<file path="config.mk">
export PLATFORM = sky130hd
export DESIGN_NAME = erlang_c_residence_time
export DESIGN_NICKNAME = d
export VERILOG_FILES = /design/src/design/ecrt_pkg.sv /design/src/design/erlang_c_residence_time.sv /design/src/design/ecrt_mul.sv /design/src/design/ecrt_div.sv /design/src/design/ecrt_datapath.sv /design/src/design/ecrt_ctrl.sv
export SDC_FILE = /design/constraint.sdc
export NUM_CORES = 2
export LEC_CHECK = 0
export ABC_AREA = 1
export BUFFER_PORTS_ARGS = -buffer_cell sky130_fd_sc_hd__buf_4
export CORE_MARGIN = 2
export CORE_UTILIZATION = 40
export DETAILED_ROUTE_END_ITERATION = 16
export SKIP_CTS_REPAIR_TIMING = 1
export SYNTH_ARGS = -nofsm -noshare
export SYNTH_HDL_FRONTEND = slang
export SYNTH_SLANG_ARGS = --single-unit
</file>
<file path="constraint.sdc">
create_clock -name clk -period 17.6 [get_ports clk]
set_input_delay 0.88 -clock clk [delete_from_list [all_inputs] [get_ports clk]]
set_output_delay 0.88 -clock clk [all_outputs]
set_load 0.01 [all_outputs]
</file>
<file path="src/design/ecrt_pkg.sv">
`default_nettype none

package ecrt_pkg;

    // Q1.30 probability format
    localparam int QB = 30;
    localparam int QSTEPS = QB + 1;
    localparam int XW = QB + 1;
    localparam logic [XW-1:0] Q30_ONE = XW'(1) << QB;
    localparam logic [31:0] MAX32 = 32'hFFFF_FFFF;

    typedef enum logic [3:0] {
        S_IDLE,
        S_PROD,
        S_CHECK,
        S_DIVB,
        S_MULB,
        S_MULX,
        S_DIVM,
        S_DIVC,
        S_MULW,
        S_DIVW,
        S_DONE
    } ecrt_state_t;

    typedef enum logic [3:0] {
        OP_NONE,
        OP_LOAD,
        OP_PROD,
        OP_OVER,
        OP_DIV_B1,
        OP_MUL_B,
        OP_DIV_B,
        OP_MUL_X,
        OP_DIV_M,
        OP_DIV_C,
        OP_MUL_W,
        OP_DIV_W,
        OP_RES,
        OP_OUT
    } ecrt_op_t;

    typedef struct packed {
        ecrt_op_t op;
        logic     in_ready;
    } ecrt_cmd_t;

    typedef struct packed {
        logic overload;
        logic k_last;
        logic mul_done;
        logic div_done;
        logic mul_busy;
        logic div_busy;
        logic out_free;
    } ecrt_status_t;

endpackage

`default_nettype wire

</file>
<file path="src/design/erlang_c_residence_time.sv">
// Mean residence time of an M/M/m queue. Each input word (arrival rate and service
// time in unsigned fixed point with FRAC_BITS fraction bits, server count m) yields
// one output word: service time plus Erlang C mean wait, saturating at all ones, with
// tuser set when the offered load reaches m (result then all ones). Counts above
// MAX_SERVERS are taken as MAX_SERVERS. One word is in flight at a time; its run is
// set by the Erlang B recursion, where each server step runs a shift-add multiply
// followed by a restoring divide on the shared serial units; the final wait and load
// divisions follow on the same units. An overloaded word skips the recursion and the
// divisions. The finished word sits in an output register while the next input word
// is accepted.
`default_nettype none

module erlang_c_residence_time
    import ecrt_pkg::*;
#(
    parameter int MAX_SERVERS = 64,
    parameter int FRAC_BITS   = 16
) (
    input  wire logic           clk,
    input  wire logic           rst_n,
    input  wire logic           s_axis_tvalid,
    output logic                s_axis_tready,
    // [31:0] arrival_rate, [63:32] service_time, [70:64] server_count, [71] zero
    input  wire logic [71:0]    s_axis_tdata,
    output logic                m_axis_tvalid,
    input  wire logic           m_axis_tready,
    // [31:0] residence_time
    output logic [31:0]         m_axis_tdata,
    // [0] saturated
    output logic [0:0]          m_axis_tuser
);

    ecrt_cmd_t    cmd;
    ecrt_status_t status;

    ecrt_ctrl u_ctrl (
        .clk      (clk),
        .rst_n    (rst_n),
        .in_valid (s_axis_tvalid),
        .status   (status),
        .cmd      (cmd)
    );

    ecrt_datapath #(
        .MAX_SERVERS (MAX_SERVERS),
        .FRAC_BITS   (FRAC_BITS)
    ) u_dp (
        .clk            (clk),
        .rst_n          (rst_n),
        .cmd            (cmd),
        .status         (status),
        .arrival_rate   (s_axis_tdata[31:0]),
        .service_time   (s_axis_tdata[63:32]),
        .server_count   (s_axis_tdata[70:64]),
        .res_valid      (m_axis_tvalid),
        .res_ready      (m_axis_tready),
        .residence_time (m_axis_tdata),
        .saturated      (m_axis_tuser[0])
    );

    assign s_axis_tready = cmd.in_ready;

    // overloaded result is always all ones
    a_sat_max: assert property (@(posedge clk) disable iff (!rst_n)
        m_axis_tvalid && m_axis_tuser[0] |-> m_axis_tdata == MAX32)
        else $error("saturated result not at maximum");

    // no new word while a serial unit is still running
    a_idle_units: assert property (@(posedge clk) disable iff (!rst_n)
        s_axis_tready |-> !status.mul_busy && !status.div_busy)
        else $error("input ready while arithmetic busy");

    // multiplier and divider never finish together
    a_one_done: assert property (@(posedge clk) disable iff (!rst_n)
        !(status.mul_done && status.div_done))
        else $error("multiply and divide finished together");

endmodule

`default_nettype wire

</file>
<file path="src/design/ecrt_mul.sv">
`default_nettype none

// Shift-add multiplier, one bit of x per cycle, msb first
module ecrt_mul
    import ecrt_pkg::*;
#(
    parameter int YW = 36
) (
    input  wire logic               clk,
    input  wire logic               rst_n,
    input  wire logic               start,
    input  wire logic [XW-1:0]      x,
    input  wire logic [YW-1:0]      y,
    output logic                    busy,
    output logic                    done,
    output logic [XW+YW-1:0]        prod
);

    localparam int PW = XW + YW;
    localparam int CW = $clog2(XW + 1);

    logic [XW-1:0] x_reg, x_next;
    logic [YW-1:0] y_reg, y_next;
    logic [PW-1:0] acc_reg, acc_next;
    logic [CW-1:0] cnt_reg, cnt_next;
    logic          busy_reg, busy_next;
    logic          done_reg, done_next;

    // next values
    always_comb
    begin
        x_next    = x_reg;
        y_next    = y_reg;
        acc_next  = acc_reg;
        cnt_next  = cnt_reg;
        busy_next = busy_reg;
        done_next = 1'b0;
        if (start)
        begin
            x_next    = x;
            y_next    = y;
            acc_next  = '0;
            cnt_next  = CW'(XW);
            busy_next = 1'b1;
        end
        else if (busy_reg)
        begin
            acc_next = {acc_reg[PW-2:0], 1'b0} + (x_reg[XW-1] ? PW'(y_reg) : '0);
            x_next   = {x_reg[XW-2:0], 1'b0};
            cnt_next = cnt_reg - 1'b1;
            if (cnt_reg == CW'(1))
            begin
                busy_next = 1'b0;
                done_next = 1'b1;
            end
        end
    end

    // control
    always_ff @(posedge clk or negedge rst_n)
    begin
        if (!rst_n)
        begin
            busy_reg <= 1'b0;
            done_reg <= 1'b0;
            cnt_reg  <= '0;
        end
        else
        begin
            busy_reg <= busy_next;
            done_reg <= done_next;
            cnt_reg  <= cnt_next;
        end
    end

    // operands and accumulator
    always_ff @(posedge clk)
    begin
        x_reg   <= x_next;
        y_reg   <= y_next;
        acc_reg <= acc_next;
    end

    assign busy = busy_reg;
    assign done = done_reg;
    assign prod = acc_reg;

endmodule

`default_nettype wire

</file>
<file path="src/design/ecrt_div.sv">
`default_nettype none

// Restoring divider, one quotient bit per cycle.
// q30 mode: floor(num*2^30/d) for num <= d, 31 steps. Plain mode: num/d, NW steps.
module ecrt_div
    import ecrt_pkg::*;
#(
    parameter int NW  = 63,
    parameter int DVW = 37
) (
    input  wire logic               clk,
    input  wire logic               rst_n,
    input  wire logic               start,
    input  wire logic               q30,
    input  wire logic [NW-1:0]      num,
    input  wire logic [DVW-1:0]     d,
    output logic                    busy,
    output logic                    done,
    output logic [NW-1:0]           quot
);

    localparam int CW = $clog2(NW + 1);

    logic [DVW-1:0] r_reg, r_next;
    logic [NW-1:0]  n_reg, n_next;
    logic [DVW-1:0] d_reg, d_next;
    logic [CW-1:0]  cnt_reg, cnt_next;
    logic           busy_reg, busy_next;
    logic           done_reg, done_next;
    logic [DVW:0]   rs;
    logic           ge;

    // trial subtract
    assign rs = {r_reg, n_reg[NW-1]};
    assign ge = rs >= {1'b0, d_reg};

    always_comb
    begin
        r_next    = r_reg;
        n_next    = n_reg;
        d_next    = d_reg;
        cnt_next  = cnt_reg;
        busy_next = busy_reg;
        done_next = 1'b0;
        if (start)
        begin
            d_next    = d;
            busy_next = 1'b1;
            if (q30)
            begin
                r_next   = DVW'(num >> 1);
                n_next   = {num[0], {(NW-1){1'b0}}};
                cnt_next = CW'(QSTEPS);
            end
            else
            begin
                r_next   = '0;
                n_next   = num;
                cnt_next = CW'(NW);
            end
        end
        else if (busy_reg)
        begin
            r_next   = ge ? DVW'(rs - {1'b0, d_reg}) : DVW'(rs);
            n_next   = {n_reg[NW-2:0], ge};
            cnt_next = cnt_reg - 1'b1;
            if (cnt_reg == CW'(1))
            begin
                busy_next = 1'b0;
                done_next = 1'b1;
            end
        end
    end

    always_ff @(posedge clk or negedge rst_n)
    begin
        if (!rst_n)
        begin
            busy_reg <= 1'b0;
            done_reg <= 1'b0;
            cnt_reg  <= '0;
        end
        else
        begin
            busy_reg <= busy_next;
            done_reg <= done_next;
            cnt_reg  <= cnt_next;
        end
    end

    always_ff @(posedge clk)
    begin
        r_reg <= r_next;
        n_reg <= n_next;
        d_reg <= d_next;
    end

    assign busy = busy_reg;
    assign done = done_reg;
    assign quot = n_reg;

endmodule

`default_nettype wire

</file>
<file path="src/design/ecrt_datapath.sv">
`default_nettype none

module ecrt_datapath
    import ecrt_pkg::*;
#(
    parameter int MAX_SERVERS = 64,
    parameter int FRAC_BITS   = 16
) (
    input  wire logic           clk,
    input  wire logic           rst_n,
    input  wire ecrt_cmd_t      cmd,
    output ecrt_status_t        status,
    input  wire logic [31:0]    arrival_rate,
    input  wire logic [31:0]    service_time,
    input  wire logic [6:0]     server_count,
    output logic                res_valid,
    input  wire logic           res_ready,
    output logic [31:0]         residence_time,
    output logic                saturated
);

    localparam int MW  = $clog2(MAX_SERVERS + 1);
    localparam int AW  = MW + QB;
    localparam int DVW = AW + 1;
    localparam int NW  = (AW > 63) ? AW : 63;
    localparam int YW  = (AW > 32) ? AW : 32;
    localparam int PW  = XW + YW;
    localparam int ESH = 2 * FRAC_BITS - QB;
    localparam int ESR = (ESH > 0) ? ESH : 0;
    localparam int ESL = (ESH < 0) ? -ESH : 0;

    logic [31:0]    lam_reg, svc_reg;
    logic [MW-1:0]  m_reg, k_reg;
    logic [63:0]    prod_reg;
    logic [AW-1:0]  a_reg;
    logic [XW-1:0]  b_reg;
    logic [31:0]    res_reg, out_res_reg;
    logic           sat_reg, out_sat_reg;
    logic           out_valid_reg, out_valid_next;

    logic [63:0]    prod;
    logic [MW-1:0]  m_in;
    logic           mul_start, mul_busy, mul_done;
    logic [XW-1:0]  mul_x;
    logic [YW-1:0]  mul_y;
    logic [PW-1:0]  mul_prod;
    logic           div_start, div_q30, div_busy, div_done;
    logic [NW-1:0]  div_num, div_quot;
    logic [DVW-1:0] div_d;
    logic [AW-1:0]  mul_hi;
    logic [XW-1:0]  b_new, c_clamp;
    logic [32:0]    sum;

    assign prod    = 64'(lam_reg) * 64'(svc_reg);
    assign m_in    = (32'(server_count) > MAX_SERVERS) ? MW'(MAX_SERVERS) : MW'(server_count);
    assign mul_hi  = AW'(mul_prod >> QB);
    assign b_new   = XW'(div_quot);
    assign c_clamp = (div_quot > NW'(Q30_ONE)) ? Q30_ONE : XW'(div_quot);
    assign sum     = {1'b0, svc_reg} + {1'b0, div_quot[31:0]};

    // unit operand selection
    always_comb
    begin
        mul_start = 1'b0;
        mul_x     = b_new;
        mul_y     = YW'(a_reg);
        div_start = 1'b0;
        div_q30   = 1'b1;
        div_num   = NW'(a_reg);
        div_d     = DVW'(Q30_ONE) + DVW'(a_reg);
        unique case (cmd.op)
            OP_DIV_B1:
            begin
                div_start = 1'b1;
            end
            OP_MUL_B:
            begin
                mul_start = 1'b1;
            end
            OP_DIV_B:
            begin
                div_start = 1'b1;
                div_num   = NW'(mul_hi);
                div_d     = (DVW'(k_reg) << QB) + DVW'(mul_hi);
            end
            OP_MUL_X:
            begin
                mul_start = 1'b1;
                mul_x     = Q30_ONE - b_new;
            end
            OP_DIV_M:
            begin
                div_start = 1'b1;
                div_q30   = 1'b0;
                div_num   = NW'(mul_hi);
                div_d     = DVW'(m_reg);
            end
            OP_DIV_C:
            begin
                div_start = 1'b1;
                div_num   = NW'(b_reg);
                div_d     = DVW'(Q30_ONE) - DVW'(div_quot);
            end
            OP_MUL_W:
            begin
                mul_start = 1'b1;
                mul_x     = c_clamp;
                mul_y     = YW'(svc_reg);
            end
            OP_DIV_W:
            begin
                div_start = 1'b1;
                div_q30   = 1'b0;
                div_num   = NW'(mul_prod);
                div_d     = (DVW'(m_reg) << QB) - DVW'(a_reg);
            end
            default:
            begin
            end
        endcase
    end

    ecrt_mul #(.YW(YW)) u_mul (
        .clk   (clk),
        .rst_n (rst_n),
        .start (mul_start),
        .x     (mul_x),
        .y     (mul_y),
        .busy  (mul_busy),
        .done  (mul_done),
        .prod  (mul_prod)
    );

    ecrt_div #(.NW(NW), .DVW(DVW)) u_div (
        .clk   (clk),
        .rst_n (rst_n),
        .start (div_start),
        .q30   (div_q30),
        .num   (div_num),
        .d     (div_d),
        .busy  (div_busy),
        .done  (div_done),
        .quot  (div_quot)
    );

    // working registers
    always_ff @(posedge clk)
    begin
        unique case (cmd.op)
            OP_LOAD:
            begin
                lam_reg <= arrival_rate;
                svc_reg <= service_time;
                m_reg   <= m_in;
            end
            OP_PROD:
            begin
                prod_reg <= prod;
                a_reg    <= AW'((prod >> ESR) << ESL);
            end
            OP_OVER:
            begin
                res_reg <= MAX32;
                sat_reg <= 1'b1;
            end
            OP_DIV_B1:
            begin
                k_reg <= MW'(1);
            end
            OP_MUL_B:
            begin
                b_reg <= b_new;
                k_reg <= k_reg + 1'b1;
            end
            OP_MUL_X:
            begin
                b_reg <= b_new;
            end
            OP_RES:
            begin
                sat_reg <= 1'b0;
                if (div_quot > NW'(MAX32) || sum[32])
                    res_reg <= MAX32;
                else
                    res_reg <= sum[31:0];
            end
            OP_OUT:
            begin
                out_res_reg <= res_reg;
                out_sat_reg <= sat_reg;
            end
            default:
            begin
            end
        endcase
    end

    // output word register
    always_comb
    begin
        out_valid_next = out_valid_reg;
        if (cmd.op == OP_OUT)
            out_valid_next = 1'b1;
        else if (res_ready)
            out_valid_next = 1'b0;
    end

    always_ff @(posedge clk or negedge rst_n)
    begin
        if (!rst_n)
            out_valid_reg <= 1'b0;
        else
            out_valid_reg <= out_valid_next;
    end

    assign status.overload = (prod_reg >> (2 * FRAC_BITS)) >= 64'(m_reg);
    assign status.k_last   = k_reg == m_reg;
    assign status.mul_done = mul_done;
    assign status.div_done = div_done;
    assign status.mul_busy = mul_busy;
    assign status.div_busy = div_busy;
    assign status.out_free = !out_valid_reg || res_ready;

    assign res_valid      = out_valid_reg;
    assign residence_time = out_res_reg;
    assign saturated      = out_sat_reg;

endmodule

`default_nettype wire

</file>
<file path="src/design/ecrt_ctrl.sv">
`default_nettype none

module ecrt_ctrl
    import ecrt_pkg::*;
(
    input  wire logic           clk,
    input  wire logic           rst_n,
    input  wire logic           in_valid,
    input  wire ecrt_status_t   status,
    output ecrt_cmd_t           cmd
);

    ecrt_state_t state_reg, state_next;

    // next state
    always_comb
    begin
        state_next = state_reg;
        unique case (state_reg)
            S_IDLE:  if (in_valid) state_next = S_PROD;
            S_PROD:  state_next = S_CHECK;
            S_CHECK: state_next = status.overload ? S_DONE : S_DIVB;
            S_DIVB:  if (status.div_done) state_next = status.k_last ? S_MULX : S_MULB;
            S_MULB:  if (status.mul_done) state_next = S_DIVB;
            S_MULX:  if (status.mul_done) state_next = S_DIVM;
            S_DIVM:  if (status.div_done) state_next = S_DIVC;
            S_DIVC:  if (status.div_done) state_next = S_MULW;
            S_MULW:  if (status.mul_done) state_next = S_DIVW;
            S_DIVW:  if (status.div_done) state_next = S_DONE;
            S_DONE:  if (status.out_free) state_next = S_IDLE;
            default: state_next = S_IDLE;
        endcase
    end

    // commands
    always_comb
    begin
        cmd.op       = OP_NONE;
        cmd.in_ready = 1'b0;
        unique case (state_reg)
            S_IDLE:
            begin
                cmd.in_ready = 1'b1;
                if (in_valid) cmd.op = OP_LOAD;
            end
            S_PROD:  cmd.op = OP_PROD;
            S_CHECK: cmd.op = status.overload ? OP_OVER : OP_DIV_B1;
            S_DIVB:  if (status.div_done) cmd.op = status.k_last ? OP_MUL_X : OP_MUL_B;
            S_MULB:  if (status.mul_done) cmd.op = OP_DIV_B;
            S_MULX:  if (status.mul_done) cmd.op = OP_DIV_M;
            S_DIVM:  if (status.div_done) cmd.op = OP_DIV_C;
            S_DIVC:  if (status.div_done) cmd.op = OP_MUL_W;
            S_MULW:  if (status.mul_done) cmd.op = OP_DIV_W;
            S_DIVW:  if (status.div_done) cmd.op = OP_RES;
            S_DONE:  if (status.out_free) cmd.op = OP_OUT;
            default: cmd.op = OP_NONE;
        endcase
    end

    always_ff @(posedge clk or negedge rst_n)
    begin
        if (!rst_n)
            state_reg <= S_IDLE;
        else
            state_reg <= state_next;
    end

endmodule

`default_nettype wire
</file>
==> results.sh <==
export IMPL_grt_pass1_wl_um=393000
export IMPL_grt_overflow=0
export IMPL_cp_data_required_time_ns=18.03
export IMPL_path_clk_slew_ns=0.06
export IMPL_syn_inst=9431
export IMPL_yosysWarnings=0
export IMPL_antenna_found_initial=11
export IMPL_hp_class="input pin to async pin"
export IMPL_portBuffers=109
export IMPL_max_slew_margin_pct=23.6
export IMPL_end_kind="flop"
export IMPL_die_y_um=423
export IMPL_drtPass1Iterations=6
export IMPL_worstSetupPathType="flop to flop"
export IMPL_die_area_mm2=0.179
export IMPL_cts_max_path_buffers=3
export IMPL_ys_dominant_reg_cell="edfxtp_1"
export IMPL_rows=153
export IMPL_fillerInstances=17900
export IMPL_final_common_cell="nand2_1"
export IMPL_drt_wirelength_per_cell_um=22.3
export IMPL_yosysSeqAreaShare_pct=21.6
export IMPL_clock_latency_ns=0.71
export IMPL_grt_max_degree=78
export IMPL_cts_tree="done"
export IMPL_initial_core_util_pct=40.3
export IMPL_syn_area_mm2=0.0704
export IMPL_worst_endpoint_arrival_ns=8.50
export IMPL_async_flop_share_pct=3.77
export IMPL_dieWidth_um=423
export IMPL_final_hold_viol_count=0
export IMPL_syn2layout_area_growth_pct=7.72
export IMPL_drv_cap=0
export IMPL_fin_crit_sh_pct=45.9
export IMPL_ant_nets=0
export IMPL_ctsHtreeMaxLevel=3
export IMPL_critPathMaxFanout=18
export IMPL_hpwl_um=205000
export IMPL_largest_reg_flops=67
export IMPL_start_kind="flop"
export IMPL_min_period_ns=8.07
export IMPL_status="finished clean"
export IMPL_grt_pass1_vias=62500
export IMPL_drive_gt1_share_pct=3.84
export IMPL_worst_slew_pin_slew_ns=1.15
export IMPL_route_detailed_drc=0
export IMPL_ios=111
export IMPL_synth_cell_types=57
export IMPL_drt_wl_total_um=262000
export IMPL_fin_nets=10700
export IMPL_slew_violations=0
export IMPL_routed_via_density=5.22
export IMPL_final_cell_mix="nand2_1 (2613), inv_1 (2391), fa_1 (900)"
export IMPL_rsz0062_at_grt="no"
export IMPL_cts_sinks=531
export IMPL_drt_initial_drc_count=5597
export IMPL_grt_usage_pct=29.3
export IMPL_setup_violations=0
export IMPL_skew_ns=0.0580
export IMPL_cts_buffers=70
export IMPL_fmaxAchievable_mhz=124
export IMPL_num_vias=61300
export IMPL_syn_area_per_cell_um2=7.46
export IMPL_syn_nets=10800
export IMPL_core_mm2=0.174
export IMPL_finalSetupTns_ns=0
export IMPL_routabilityCongestion=1.02
export IMPL_dpl_cell_area_mm2=0.0734
export IMPL_ys_ff_latch=531
export IMPL_synth_edf_count=444
export IMPL_root_buffer="clkbuf_16"
export IMPL_final_area_mm2=0.0758
==> path summary, 6_finish.rpt <==
path,from,endpoint,slack [ns],depth (start not counted)
setup reg to reg,u_dp.lam_reg[19],u_dp.prod_reg[47],9.53,22
hold / removal,rst_n,u_dp.u_mul.cnt_reg[1],0.09,1
hold reg to reg,u_dp.res_reg[25],u_dp.residence_time[25],0.42,0
min in group clk,s_axis_tdata[6],u_dp.lam_reg[6],0.34,1
max in group asynchronous,rst_n,u_dp.u_mul.busy,17.21,1
setup / recovery,u_dp.lam_reg[19],u_dp.prod_reg[47],9.53,22
==> metal layers <==
layer  vias up  GRT usage (%)  wire length [um]
met5         -              0                72
met1     30300           37.3            106000
li1      28200              -                 -
met2      2307           49.1            125000
met4        12           13.0             13100
met3       572           4.34             17700
==> stage by stage <==
stage	util, %	std cells	hold WS, ns	setup WS (ns)
after CTS	43.5	11700	0.0682	9.59
final	43.5	11700	0.0911	9.53
after global routing	43.5	11700	0.0919	9.26
after floorplan	-	9431	0.400	10.87
after global placement	42.1	11600	0.404	9.56
after detailed placement	42.1	11600	0.405	9.56
==> kinds of logic after synthesis <==
kind of cell | count (synthesis) | synth area share [%]
buffers and inverters | 2750 | 14.8
AOI/OAI and AO/OA | 771 | 6.22
adders and majority gates | 1298 | 32.7
and+or+nand+nor | 3953 | 23.1
DFF | 531 | 21.6
xor gates and xnor gates | 128 | 1.59
==> worst max-delay path: stages (launching register included) <==
cell      delay, ns
edfxtp_1       0.86
buf_4          0.43
nand2_1        0.13
fa_1           0.53
inv_1          0.05
fa_1           0.49
inv_1          0.05
fa_1           0.53
inv_1          0.05
fa_1           0.53
fa_1           0.46
fa_1           0.52
fa_1           0.56
inv_1          0.06
fa_1           0.55
inv_1          0.05
ha_1           0.38
a21oi_1        0.30
o21ai_0        0.24
a21oi_1        0.38
o21ai_0        0.18
nand3b_1       0.28
xor2_1         0.19
==> cells in the mapped netlist, types with 23 or more instances <==
cell type  number  area [um^2]
inv_1        2396         8990
clkbuf_1      265          995
a21oi_1       302         1510
nand3_1       411         2060
nand4_1        96          601
a22oi_1        32          240
nor3_1         83          415
ha_1          398         4980
buf_2          45          225
o211ai_1       30          225
o22ai_1        66          413
nand3b_1       59          443
xnor2_1        33          289
o21ai_0       213         1070
edfxtp_1      444        13300
nor2_1        580         2180
nand2_1      2615         9820
o21bai_1       26          195
fa_1          900        18000
xor2_1         95          832
dfxtp_1        67         1340
o21ai_1        23          115
==> final cells by class <==
type	count	area, um^2	area share [%]
diodes	5	12.5	0.0165
clock buffers	86	1870	2.47
clock inverters	40	503	0.664
inverters	2411	9060	11.9
multi-input cells	6150	44800	59.1
flip-flops and latches	531	15200	20.0
well taps	2325	2910	3.84
repair buffers	198	1490	1.96
Power is left out: the tool's default activity adds up to more than one toggle a clock period on the data nets, which glitch-free logic cannot reach.
